**src/hdl/stereo_downmix_linear_resampler_assert.svh**
```systemverilog
// Assertion macros shared by the resampler RTL.
// Both sample on the rising edge of clock and are off while reset is high.
`ifndef STEREO_DOWNMIX_LINEAR_RESAMPLER_ASSERT_SVH
`define STEREO_DOWNMIX_LINEAR_RESAMPLER_ASSERT_SVH

// Same-cycle implication.
`define SDLR_CHECK(label, ante, cons, msg) \
   label: assert property (@(posedge clock) disable iff (reset) (ante) |-> (cons)) \
      else $error(msg);

// Next-cycle implication.
`define SDLR_CHECK_NEXT(label, ante, cons, msg) \
   label: assert property (@(posedge clock) disable iff (reset) (ante) |=> (cons)) \
      else $error(msg);

`endif

```
**src/hdl/sdlr_pkg.sv**
```systemverilog
`timescale 1ns / 1ps
`default_nettype none

package sdlr_pkg;

   localparam int SAMPLE_W         = 16;
   localparam int RATE_W           = 16;
   localparam int CHAN_W           = 2;
   localparam int CSR_ADDR_W       = 2;
   localparam int MAX_BLOCK_FRAMES = 4096;
   localparam int FRAMES_W         = 13;
   localparam int COUNT_W          = 14;
   localparam int PROD_W           = 32;
   localparam int FRAC_BITS        = 16;
   localparam int STEP_W           = 4;
   localparam int HOLD_SLOTS       = 8;
   localparam int HOLD_AW          = 3;
   localparam int MAX_OUT          = 6;
   localparam int NRES_W           = 3;

   localparam logic [RATE_W-1:0] IN_RATE_LO  = 16'd16000;
   localparam logic [RATE_W-1:0] IN_RATE_HI  = 16'd48000;
   localparam logic [RATE_W-1:0] OUT_RATE_LO = 16'd8000;
   localparam logic [RATE_W-1:0] OUT_RATE_HI = 16'd48000;
   localparam logic [RATE_W-1:0] RATE_RESET  = 16'd48000;
   localparam logic [CHAN_W-1:0] CHAN_RESET  = 2'd2;
   localparam logic [CHAN_W-1:0] CHAN_MONO   = 2'd1;

   localparam logic [CSR_ADDR_W-1:0] CSR_INPUT_RATE    = 2'd0;
   localparam logic [CSR_ADDR_W-1:0] CSR_OUTPUT_RATE   = 2'd1;
   localparam logic [CSR_ADDR_W-1:0] CSR_CHANNEL_COUNT = 2'd2;

   typedef enum logic [5:0] {
      S_IDLE  = 6'b000001,
      S_CHECK = 6'b000010,
      S_DIV   = 6'b000100,
      S_PUSH  = 6'b001000,
      S_FILL  = 6'b010000,
      S_EMIT  = 6'b100000
   } state_type;

   function automatic logic [RATE_W-1:0] clamp_rate(input logic [RATE_W-1:0] v,
                                                    input logic [RATE_W-1:0] lo,
                                                    input logic [RATE_W-1:0] hi);
      logic [RATE_W-1:0] r;
      if (v < lo) begin
         r = lo;
      end else if (v > hi) begin
         r = hi;
      end else begin
         r = v;
      end
      return r;
   endfunction

endpackage

`default_nettype wire

```
**src/hdl/stereo_downmix_linear_resampler.sv**
```systemverilog
`timescale 1ns / 1ps
`default_nettype none

`include "stereo_downmix_linear_resampler_assert.svh"

// Downmixes each stereo frame to (L+R)/2 (left only in mono mode) and resamples
// each block, closed by tlast or at 4096 frames, from input_rate to
// output_rate by linear interpolation; the block yields max(1, n*out/in) items
// and the last carries tlast. Rates are clamped and latched on a block's first
// frame, so write the registers between blocks. One frame at a time is worked:
// it passes through the check and emit states, plus a bit-serial division for each
// interpolated result it completes (0 to 3, about output_rate/input_rate per
// frame), plus end-of-block fills and results handed to the output register.
// The bit-serial loop forms one fraction bit by restoring division and folds
// it into the interpolation product in the same cycle.
module stereo_downmix_linear_resampler
   import sdlr_pkg::*;
(
   input  wire logic                  clock,
   input  wire logic                  reset,
   input  wire logic                  req_tvalid,
   output logic                       req_tready,
   input  wire logic [31:0]           req_tdata,  // left_sample, right_sample
   input  wire logic                  req_tlast,  // block_end
   output logic                       rsp_tvalid,
   input  wire logic                  rsp_tready,
   output logic [15:0]                rsp_tdata,  // out_sample
   output logic                       rsp_tlast,  // run_end
   input  wire logic                  csr_wen,
   input  wire logic [CSR_ADDR_W-1:0] csr_addr,
   input  wire logic [RATE_W-1:0]     csr_wdata
);

   state_type state_ff, state_in;

   logic [RATE_W-1:0]          in_rate_ff, in_rate_in;
   logic [RATE_W-1:0]          out_rate_ff, out_rate_in;
   logic [CHAN_W-1:0]          chan_ff, chan_in;
   logic [RATE_W-1:0]          rin_ff, rin_in;
   logic [RATE_W-1:0]          rout_ff, rout_in;
   logic signed [SAMPLE_W-1:0] prev_ff, prev_in;
   logic signed [SAMPLE_W-1:0] mono_ff, mono_in;
   logic signed [SAMPLE_W:0]   diff_ff, diff_in;
   logic                       end_ff, end_in;
   logic [FRAMES_W-1:0]        k_ff, k_in;
   logic [COUNT_W-1:0]         c_ff, c_in;
   logic [COUNT_W-1:0]         e_ff, e_in;
   logic [PROD_W-1:0]          crin_ff, crin_in;
   logic [PROD_W-1:0]          erin_ff, erin_in;
   logic [PROD_W-1:0]          krout_ff, krout_in;
   logic [FRAC_BITS-1:0]       rem_ff, rem_in;
   logic signed [2*SAMPLE_W:0] acc_ff, acc_in;
   logic [STEP_W-1:0]          step_ff, step_in;
   logic [NRES_W-1:0]          nres_ff, nres_in;
   logic                       rsp_valid_ff, rsp_valid_in;
   logic [SAMPLE_W-1:0]        rsp_data_ff;
   logic                       rsp_last_ff, rsp_last_in;
   logic [SAMPLE_W-1:0]        hold_ff [HOLD_SLOTS];

   logic                       req_fire;
   logic signed [SAMPLE_W-1:0] left_s, right_s, mono_new;
   logic signed [SAMPLE_W:0]   pair_sum, pair_rnd;
   logic [PROD_W-1:0]          rin_w, rout_w, rin2_w, rout2_w, krout_n, krout_2;
   logic [PROD_W-1:0]          rem_wide;
   logic                       interp_go, fill_go, lt_e, last_e, rel_ok, emit_ok;
   logic                       slot_free, hold_room, hold_we, rsp_load;
   logic [SAMPLE_W-1:0]        hold_wdata;
   logic [FRAC_BITS:0]         div_t;
   logic                       div_bit;
   logic [FRAC_BITS-1:0]       rem_step;
   logic signed [2*SAMPLE_W:0] acc_step;
   logic signed [SAMPLE_W:0]   interp_sum;

   assign req_fire = req_tvalid && (state_ff == S_IDLE);
   assign left_s   = req_tdata[15:0];
   assign right_s  = req_tdata[31:16];
   assign pair_sum = {left_s[SAMPLE_W-1], left_s} + {right_s[SAMPLE_W-1], right_s};
   // truncate toward zero: bias negative sums by one before the halving shift
   assign pair_rnd = pair_sum + {{SAMPLE_W{1'b0}}, pair_sum[SAMPLE_W]};
   assign mono_new = (chan_ff == CHAN_MONO) ? left_s : pair_rnd[SAMPLE_W:1];

   assign rin_w   = {{(PROD_W-RATE_W){1'b0}}, rin_ff};
   assign rout_w  = {{(PROD_W-RATE_W){1'b0}}, rout_ff};
   assign rin2_w  = {{(PROD_W-RATE_W-1){1'b0}}, rin_ff, 1'b0};
   assign rout2_w = {{(PROD_W-RATE_W-1){1'b0}}, rout_ff, 1'b0};
   assign krout_n = krout_ff + rout_w;   // (k+1)*rout
   assign krout_2 = krout_ff + rout2_w;  // (k+2)*rout

   // result c falls between the previous frame and this one
   assign interp_go = (k_ff != '0) && (crin_ff < krout_ff);
   assign rem_wide  = crin_ff + rout_w - krout_ff;
   // c < count, count = max(1, (k+1)*rout/rin)
   assign fill_go   = (c_ff == '0) || ((crin_ff + rin_w) <= krout_n);
   assign lt_e      = (e_ff == '0) || ((erin_ff + rin_w) <= krout_n);
   assign last_e    = (erin_ff + rin2_w) > krout_n;
   // a later result of the block is certain
   assign rel_ok    = (erin_ff + rin2_w) <= krout_2;
   assign emit_ok   = (e_ff != c_ff) && (nres_ff < NRES_W'(MAX_OUT)) &&
                      (end_ff ? lt_e : rel_ok);
   assign slot_free = !rsp_valid_ff || rsp_tready;
   assign hold_room = COUNT_W'(c_ff - e_ff) < COUNT_W'(HOLD_SLOTS);

   // one restoring-division bit per cycle, MSB first, fed straight into the product
   assign div_t    = {rem_ff, 1'b0};
   assign div_bit  = div_t >= {1'b0, rout_ff};
   assign rem_step = div_bit ? FRAC_BITS'(div_t - {1'b0, rout_ff}) : div_t[FRAC_BITS-1:0];
   assign acc_step = (acc_ff <<< 1) +
                     (div_bit ? {{SAMPLE_W{diff_ff[SAMPLE_W]}}, diff_ff}
                              : {(2*SAMPLE_W+1){1'b0}});
   assign interp_sum = {prev_ff[SAMPLE_W-1], prev_ff} + acc_ff[2*SAMPLE_W:FRAC_BITS];

   assign rsp_load = (state_ff == S_EMIT) && emit_ok && slot_free;

   always_comb begin
      state_in    = state_ff;
      in_rate_in  = in_rate_ff;
      out_rate_in = out_rate_ff;
      chan_in     = chan_ff;
      rin_in      = rin_ff;
      rout_in     = rout_ff;
      prev_in     = prev_ff;
      mono_in     = mono_ff;
      diff_in     = diff_ff;
      end_in      = end_ff;
      k_in        = k_ff;
      c_in        = c_ff;
      e_in        = e_ff;
      crin_in     = crin_ff;
      erin_in     = erin_ff;
      krout_in    = krout_ff;
      rem_in      = rem_ff;
      acc_in      = acc_ff;
      step_in     = step_ff;
      nres_in     = nres_ff;
      rsp_last_in = rsp_last_ff;
      hold_we     = 1'b0;
      hold_wdata  = mono_ff;

      if (csr_wen) begin
         unique case (csr_addr)
            CSR_INPUT_RATE:    in_rate_in  = csr_wdata;
            CSR_OUTPUT_RATE:   out_rate_in = csr_wdata;
            CSR_CHANNEL_COUNT: chan_in     = csr_wdata[CHAN_W-1:0];
            default:           ;
         endcase
      end

      if (rsp_load) begin
         rsp_valid_in = 1'b1;
         rsp_last_in  = end_ff && last_e;
      end else if (rsp_tready) begin
         rsp_valid_in = 1'b0;
      end else begin
         rsp_valid_in = rsp_valid_ff;
      end

      unique case (state_ff)
         S_IDLE: begin
            if (req_fire) begin
               mono_in = mono_new;
               end_in  = req_tlast || (k_ff == FRAMES_W'(MAX_BLOCK_FRAMES - 1));
               nres_in = '0;
               if (k_ff == '0) begin
                  rin_in  = clamp_rate(in_rate_ff, IN_RATE_LO, IN_RATE_HI);
                  rout_in = clamp_rate(out_rate_ff, OUT_RATE_LO, OUT_RATE_HI);
               end
               state_in = S_CHECK;
            end
         end
         S_CHECK: begin
            if (interp_go) begin
               rem_in   = rem_wide[FRAC_BITS-1:0];
               acc_in   = '0;
               diff_in  = {mono_ff[SAMPLE_W-1], mono_ff} - {prev_ff[SAMPLE_W-1], prev_ff};
               step_in  = '1;
               state_in = S_DIV;
            end else if (end_ff) begin
               state_in = S_FILL;
            end else begin
               state_in = S_EMIT;
            end
         end
         S_DIV: begin
            rem_in  = rem_step;
            acc_in  = acc_step;
            step_in = step_ff - STEP_W'(1);
            if (step_ff == '0) begin
               state_in = S_PUSH;
            end
         end
         S_PUSH: begin
            hold_we    = hold_room;
            hold_wdata = interp_sum[SAMPLE_W-1:0];
            c_in       = c_ff + COUNT_W'(1);
            crin_in    = crin_ff + rin_w;
            state_in   = S_CHECK;
         end
         S_FILL: begin
            // results past the last frame: the right neighbor clamps to it
            if (fill_go) begin
               hold_we = hold_room;
               c_in    = c_ff + COUNT_W'(1);
               crin_in = crin_ff + rin_w;
            end else begin
               state_in = S_EMIT;
            end
         end
         S_EMIT: begin
            if (emit_ok) begin
               if (slot_free) begin
                  e_in    = e_ff + COUNT_W'(1);
                  erin_in = erin_ff + rin_w;
                  nres_in = nres_ff + NRES_W'(1);
               end
            end else begin
               prev_in = mono_ff;
               if (end_ff) begin
                  k_in     = '0;
                  c_in     = '0;
                  e_in     = '0;
                  crin_in  = '0;
                  erin_in  = '0;
                  krout_in = '0;
               end else begin
                  k_in     = k_ff + FRAMES_W'(1);
                  krout_in = krout_n;
               end
               state_in = S_IDLE;
            end
         end
         default: state_in = S_IDLE;
      endcase
   end

   always_ff @(posedge clock) begin
      if (reset) begin
         state_ff     <= S_IDLE;
         in_rate_ff   <= RATE_RESET;
         out_rate_ff  <= RATE_RESET;
         chan_ff      <= CHAN_RESET;
         rin_ff       <= RATE_RESET;
         rout_ff      <= RATE_RESET;
         prev_ff      <= '0;
         end_ff       <= 1'b0;
         k_ff         <= '0;
         c_ff         <= '0;
         e_ff         <= '0;
         crin_ff      <= '0;
         erin_ff      <= '0;
         krout_ff     <= '0;
         step_ff      <= '0;
         nres_ff      <= '0;
         rsp_valid_ff <= 1'b0;
      end else begin
         state_ff     <= state_in;
         in_rate_ff   <= in_rate_in;
         out_rate_ff  <= out_rate_in;
         chan_ff      <= chan_in;
         rin_ff       <= rin_in;
         rout_ff      <= rout_in;
         prev_ff      <= prev_in;
         end_ff       <= end_in;
         k_ff         <= k_in;
         c_ff         <= c_in;
         e_ff         <= e_in;
         crin_ff      <= crin_in;
         erin_ff      <= erin_in;
         krout_ff     <= krout_in;
         step_ff      <= step_in;
         nres_ff      <= nres_in;
         rsp_valid_ff <= rsp_valid_in;
      end
   end

   always_ff @(posedge clock) begin
      mono_ff     <= mono_in;
      diff_ff     <= diff_in;
      rem_ff      <= rem_in;
      acc_ff      <= acc_in;
      rsp_last_ff <= rsp_last_in;
   end

   // pending results, written at c and read at e
   always_ff @(posedge clock) begin
      if (hold_we) begin
         hold_ff[c_ff[HOLD_AW-1:0]] <= hold_wdata;
      end
      if (rsp_load) begin
         rsp_data_ff <= hold_ff[e_ff[HOLD_AW-1:0]];
      end
   end

   assign req_tready = (state_ff == S_IDLE);
   assign rsp_tvalid = rsp_valid_ff;
   assign rsp_tdata  = rsp_data_ff;
   assign rsp_tlast  = rsp_last_ff;

   `SDLR_CHECK(a_hold_room, state_ff == S_IDLE, COUNT_W'(c_ff - e_ff) < COUNT_W'(HOLD_SLOTS), "pending results exceed hold slots")
   `SDLR_CHECK(a_block_start_clear, (state_ff == S_IDLE) && (k_ff == '0), (c_ff == '0) && (e_ff == '0) && (krout_ff == '0) && (crin_ff == '0), "block counters not cleared at block start")
   `SDLR_CHECK(a_div_rem, state_ff == S_DIV, rem_ff < rout_ff, "division remainder out of range")
   `SDLR_CHECK_NEXT(a_block_close, (state_ff == S_EMIT) && !emit_ok && end_ff, (state_ff == S_IDLE) && (k_ff == '0), "block end did not close the block")

endmodule

`default_nettype wire
```
**config.mk**
```make
export PLATFORM = sky130hd
export DESIGN_NAME = stereo_downmix_linear_resampler
export DESIGN_NICKNAME = d
export VERILOG_FILES = /design/src/hdl/sdlr_pkg.sv /design/src/hdl/stereo_downmix_linear_resampler.sv
export VERILOG_INCLUDE_DIRS = /design/src /design/src/hdl
export SDC_FILE = /design/constraint.sdc
export NUM_CORES = 2
export LEC_CHECK = 0
export BUFFER_PORTS_ARGS = -buffer_cell sky130_fd_sc_hd__buf_2
export CORE_MARGIN = 3
export CORE_UTILIZATION = 45
export CTS_CLUSTER_DIAMETER = 30
export DETAILED_ROUTE_END_ITERATION = 6
export GPL_TIMING_DRIVEN = 0
export PLACE_DENSITY = 0.61
export RECOVER_POWER = 25
export SYNTH_ARGS = -nofsm -noshare
export SYNTH_HDL_FRONTEND = slang
export SYNTH_SLANG_ARGS = --single-unit
```
**constraint.sdc**
```tcl
create_clock -name clock -period 8.6 [get_ports clock]
set_input_delay 2.58 -clock clock [delete_from_list [all_inputs] [get_ports clock]]
set_output_delay 2.58 -clock clock [all_outputs]
set_load 0.01 [all_outputs]
```
# Word level (Yosys, flattened, before mapping)
# Memories as Yosys holds them, arrays and structs flattened. A register that Yosys moved wholly into a read port is not among the register bits.
# Index checks and enable logic that the tools add are counted.
# classes
n_addsub	19
n_lt_le_gt_ge	12
eq_ne	21
muxes	46
n_bitwise	1
reduce_logical	35
# op_table
op	n
two-way mux 32 bit	8
two-way mux 16 bit	8
adder 32 x 16 -> 32 bit	3
<= comparator 32 bit	3
one-hot mux 32 bit (3 select lines)	1
two-way mux 14 bit	5
adder 32 x 17 -> 32 bit	2
one-hot mux 32 bit (2 select lines)	1
one-hot mux 14 bit (3 select lines)	1
two-way mux 6 bit	6
one-hot mux 6 bit (6 select lines)	1
adder 16 bit	2
adder 32 bit	1
greater-than comparator 16 bit (second input constant)	2
greater-than comparator 32 bit	1
less-than comparator 32 bit	1
one-hot mux 16 bit (2 select lines)	1
subtractor 16 bit	2
adder 14 x 1 -> 14 bit (second input constant)	2
logical NOT 14 bit	2
adder 16 x 16 -> 17 bit	1
adder 17 x 1 -> 17 bit	1
greater-or-equal comparator 17 x 16 -> 1 bit	1
subtractor 16 x 16 -> 17 bit	1
other kinds (40)	77
# totals
register_bits	316
ram_bits	128
input_bits	56
out_inout_bits	19
memories	1
# memory_table
memory	words	width	rd	rd_clocked_by_memory_dff	wr	line	text
hold_ff	8	16	1	1	1	stereo_downmix_linear_resampler.sv:58	logic [SAMPLE_W-1:0] hold_ff [HOLD_SLOTS];

# Logic depth before layout (Yosys ltp)
# depth
word_depth	8
depth_mapped	28
mapped_depth_nobuf	27

# Worst setup path before layout
# Ideal clock, no wire load.
# synth_timing
kind	input to register
startpoint	in req_tdata[0]
endpoint	reg mono_ff[15], data pin
setup_ns	0.271
t_arrival_ns	6.069
required_ns	8.329
setup_slack_ns	2.261
path_stages	16
n_path_buf	0
cell_sequence	ha_1 fa_1 a21o_1 a21o_1 a21oi_1 o311ai_1 a2111oi_0 o21a_1 and2_1 ha_1 and3_1 nand3_1 or4_1 nor3_1 xnor2_1 a21oi_1
# synth_between
elab_chain_len	3
# synth_rtl
element	line	text
start, declared	stereo_downmix_linear_resampler.sv:23	input wire logic [31:0] req_tdata,
adder 16 x 16 -> 17 bit	stereo_downmix_linear_resampler.sv:77	assign pair_sum = {left_s[SAMPLE_W-1], left_s} + {right_s[SAMPLE_W-1], right_s};
adder 17 x 1 -> 17 bit	stereo_downmix_linear_resampler.sv:79	assign pair_rnd = pair_sum + {{SAMPLE_W{1'b0}}, pair_sum[SAMPLE_W]};
two-way mux 16 bit	stereo_downmix_linear_resampler.sv:80	assign mono_new = (chan_ff == CHAN_MONO) ? left_s : pair_rnd[SAMPLE_W:1];
via mono_new[15]	stereo_downmix_linear_resampler.sv:61	logic signed [SAMPLE_W-1:0] left_s, right_s, mono_new;
end signal, assigned	stereo_downmix_linear_resampler.sv:276	mono_ff <= mono_in;
end, declared	stereo_downmix_linear_resampler.sv:42	logic signed [SAMPLE_W-1:0] mono_ff, mono_in;
# The timed path passes the listed nets, and every way through them passes these cells.
# A chain may end at the register's enable or synchronous reset.

# Worst setup path after layout
# layout_timing
startpoint	reg rout_ff[0]
endpoint	reg crin_ff[15]
# layout_between
elab_chain_len	7
word_cells_on_any_way	12
cone_classes	add/sub (2); order compare (3); eq/ne (2); mux (1); reduce/logical (4)
# layout_rtl
element	line	text
start, declared	stereo_downmix_linear_resampler.sv:40	logic [RATE_W-1:0] rout_ff, rout_in;
start signal, assigned	stereo_downmix_linear_resampler.sv:260	rout_ff <= rout_in;
adder 32 x 16 -> 32 bit	stereo_downmix_linear_resampler.sv:86	assign krout_n = krout_ff + rout_w;
<= comparator 32 bit	stereo_downmix_linear_resampler.sv:94	assign lt_e = (e_ff == '0) || ((erin_ff + rin_w) <= krout_n);
logical OR 1 bit	stereo_downmix_linear_resampler.sv:94	
two-way mux 1 bit	stereo_downmix_linear_resampler.sv:99	(end_ff ? lt_e : rel_ok);
logical AND 1 bit	stereo_downmix_linear_resampler.sv:98	assign emit_ok = (e_ff != c_ff) && (nres_ff < NRES_W'(MAX_OUT)) &&
inequality test 2 bit (no line)	--	
AND reduction 4 bit (no line) *	--	
end signal, assigned	stereo_downmix_linear_resampler.sv:266	crin_ff <= crin_in;
end, declared	stereo_downmix_linear_resampler.sv:48	logic [PROD_W-1:0] crin_ff, crin_in;
# Mark *: on every way between the ends. The rest lies on a longest branch, timed or not.

==> key figures <==
Die
  • DIE HEIGHT: 275 um
  • Core outline area: 71700 um^2
  • Die Area: 75800 um^2
  • Starting density of the core: 45.5%
  • I/O pin count: 75
  • Die Width: 275 um
  • # rows: 98

CTS
  • Num Clock Sinks: 460
  • H-tree depth: 3
  • CTS resizes: 0
  • Worst-Skew Late Latency: 670 ps
  • CTS tree: yes
  • Post-CTS Setup Bufs: 0
  • Post-cts hold buffer count: 0
  • Clock Tree Root: clkbuf_16
  • TritonCTS Buffers: 116
  • Longest Clk Path Bufs: 3
  • Clock-pin slew on the worst setup and hold paths: 50 ps

Synthesis
  • Yosys cell types: 92
  • Synth warn: 0
  • Sequential cell area fraction in the yosys report: 35.1%
  • Synthesized area per cell: 9.10 um^2
  • Synthesized netlist cell count: 3589
  • Post-synth EDFFs: 226
  • Synthesized Nets: 4048
  • Synth area leader: edfxtp_1
  • Leading post-synthesis cells by cell area: edfxtp_1, ha_1, dfxtp_1
  • Synth top area share: 20.8%
  • Post-synth top flop: dfxtp_1
  • Synth Register Bits: 460
  • Ys async rst share: 0%
  • Mapped Area: 32600 um^2

STA
  • Final Hold Viols: 0
  • Period utilization: 90.9%
  • Worst Tran Pin Value: 1340 ps
  • Maximum clock rate: 0.128 GHz
  • Slew HR: 9.90%
  • Setup ws final: 786 ps
  • Fin Hold WS: 468 ps
  • Setup violators final: 0
  • RSZ-0062 raised after global routing: false
  • Min cycle time layout: 7810 ps
  • Slew Limit Fails: 0
  • Worst Skew: 25.1 ps

Place
  • Placed cell area: 34400 um^2
  • Placement Setup Slack: 914 ps
  • Cells after DPL: 4624
  • PortBufs: 73
  • RD Place Congestion: 0.925
  • DP Wirelength: 71800 um

GRT
  • Vias in the first global route: 26000
  • Grt ovf: 0
  • Pin count of the biggest net entering global routing: 33
  • All-Layer GR Usage: 24.6%
  • First-pass GRT wire length: 146000 um
  • Initial antenna violation count: 1

Final layout
  • Area occupied by multi-input gates: 19800 um^2
  • Register area: 11500 um^2
  • Non-Filler Instances: 4843
  • Layout area overhead: 17.9%
  • Layout Utilization: 53.7%
  • Antenna Cells: 0
  • Filler cells: 6480
  • Fraction of layout cells with a size suffix above 1: 9.79%
  • Nets: 4251
  • Final instance area: 38500 um^2

Critical path
  • Most used cell, CP: nand3_1
  • CP top delay family: simple AND/OR/NAND/NOR gates
  • CP endpoint kind: flip-flop
  • Max incr delay on CP: 750 ps
  • Setup CP Type: flip-flop to flip-flop
  • Worst reg2reg path depth: 24
  • Crit start category: flip-flop
  • Required time of the critical path: 9200 ps
  • Slowest cell on crit path: nor2_1
  • Worst Path Buf+Inv: 2
  • Max FO, Critical Path: 10
  • Sequence of cells on the critical path: ha_1 > inv_1 > fa_1 > o21bai_1 > a2111oi_2 > o41ai_4 > a21o_1 > a21oi_1 > nor2_1 > nand3_1 > nor3_1 > xnor2_1 > ha_1 > nand4_1 > nor4_1 > nand3_1 > and4b_1 > mux2i_1 > nand3_1 > o211ai_1 > and2_1 > nor2_1 > clkbuf_1 > a22o_1
  • Crit path DAT: 8420 ps
  • WP depth: 24

Routing
  • Via Count: 27400
  • DR iter-0 viols: 2383
  • Final ANT Viol Nets: 0
  • DRC Markers: 0
  • DRT Pass-1 Iters: 5
  • Final WL: 93700 um
  • WL/cell: 19.4 um
  • Vias per inst: 5.66

Power
  • Maximum VDD drop: 0.000160 V
  • Static Leakage: 15.7 nW
  • Pwr dens: 228 nW/um^2

Hold path
  • WHS Path Cells: 2
  • Hold Path Class: flip-flop to flip-flop

Flow run
  • Maxcap violations: 0

Run status
  • Status: complete, no violations
==> cell usage in the layout (no fill, tap or decap), types with 112 or more instances in the layout <==
cell and instances:
a21oi_1 282, clkbuf_1 112, clkbuf_16 117, dfxtp_1 234, edfxtp_1 226, ha_1 378
inv_1 231, nand2_1 384, nand3_1 122, nor2_1 253, o21ai_0 144, xnor2_1 175
==> registers in the layout, indices dropped and copies added (netlist names), 13 cells and up <==
name,flops
hold_ff,128
acc_ff,32
rin_ff,16
crin_ff,32
out_rate_ff,16
erin_ff,32
c_ff,14
e_ff,14
in_rate_ff,16
mono_ff,16
rsp_tdata,16
diff_ff,17
krout_ff,32
k_ff,13
prev_ff,16
rem_ff,16
rout_ff,16
==> area by class of cell <==
class	instances	share of cell area (%)
Buffer	117	1.29
Inverter	233	2.27
Multi-Input combinational cell	2779	51.6
Sequential cell	460	29.8
Clock buffer	141	8.10
Tap cell	950	3.09
Clock inverter	78	2.58
Timing Repair Buffer	85	1.32
==> cells in the mapped netlist, types with 9 or more instances <==
| library cell | instances |
|---|---|
| nand2_1 | 384 |
| ha_1 | 378 |
| a21oi_1 | 282 |
| nor2_1 | 259 |
| dfxtp_1 | 234 |
| inv_1 | 231 |
| edfxtp_1 | 226 |
| xnor2_1 | 175 |
| o21ai_0 | 144 |
| nand3_1 | 122 |
| a21o_1 | 89 |
| xor2_1 | 89 |
| clkbuf_1 | 84 |
| nor3_1 | 81 |
| or3_1 | 54 |
| nand4_1 | 53 |
| o211ai_1 | 44 |
| nand2b_1 | 41 |
| a22o_1 | 38 |
| nor2b_1 | 37 |
| o31ai_1 | 33 |
| and2_1 | 32 |
| and3_1 | 32 |
| mux4_2 | 32 |
| o21a_1 | 31 |
| nor4_1 | 27 |
| fa_1 | 25 |
| buf_2 | 21 |
| a211oi_1 | 20 |
| o21bai_1 | 19 |
| mux2i_1 | 17 |
| a31oi_1 | 16 |
| or2_2 | 16 |
| a22oi_1 | 14 |
| o21ai_1 | 14 |
| o22ai_1 | 14 |
| a21boi_0 | 12 |
| nand3b_1 | 11 |
| a211o_1 | 9 |
| or4_1 | 9 |
==> report_power, final <==
part	internal [mW]	switching (mW)
clock network	3.11	1.41
logic	0.658	1.08
registers	2.44	0.0855
total	6.21	2.58
==> per-layer routing <==
metal / GRT usage (%) / wire [um] / vias to the layer above
met2: 37.9 / 41000 / 686
met5: 0 / 15 / -
li1: - / - / 13500
met1: 35.5 / 45100 / 13000
met3: 4.00 / 5100 / 174
met4: 7.20 / 2560 / 2
==> stage by stage <==
step | power, mW | setup TNS, ps
2_1_floorplan | 3.76 | 0
3_3_place_gp | 4.26 | -5400
3_5_place_dp | 4.27 | 0
4_1_cts | 8.84 | 0
5_1_grt | 9.16 | 0
6_report | 8.79 | 0
==> cells by family (layout without fill, tap and decap cells) <==
| group | after synthesis | in the layout | share of synthesized area [%] |
|---|---|---|---|
| flops | 460 | 460 | 35.1 |
| simple gates | 1194 | 1194 | 17.5 |
| mux | 54 | 54 | 2.90 |
| fa+ha+maj | 409 | 409 | 16.2 |
| buf+inv | 350 | 654 | 4.20 |
| compound gates | 858 | 858 | 17.0 |
| xor+xnor | 264 | 264 | 7.08 |
==> worst register-to-register path, stage by stage, from the launching register on <==
cell and delay, ps:
dfxtp_1 630, ha_1 260, inv_1 60, fa_1 390, o21bai_1 310, a2111oi_2 150, o41ai_4 400, a21o_1 190
a21oi_1 150, nor2_1 410, nand3_1 210, nor3_1 500, xnor2_1 290, ha_1 340, nand4_1 160, nor4_1 470
nand3_1 160, and4b_1 280, mux2i_1 120, nand3_1 100, o211ai_1 260, and2_1 300, nor2_1 750, clkbuf_1 610
a22o_1 260
==> path summary, 6_finish.rpt <==
path                                startpoint              to  slack, ps
worst max-delay path                rout_ff[0]     crin_ff[15]        790
worst min-delay path            out_rate_ff[5]  out_rate_ff[5]        470
worst max register to register      rout_ff[0]     crin_ff[15]        790
worst min register to register  out_rate_ff[5]  out_rate_ff[5]        470
(Power assumes the default switching activity.)
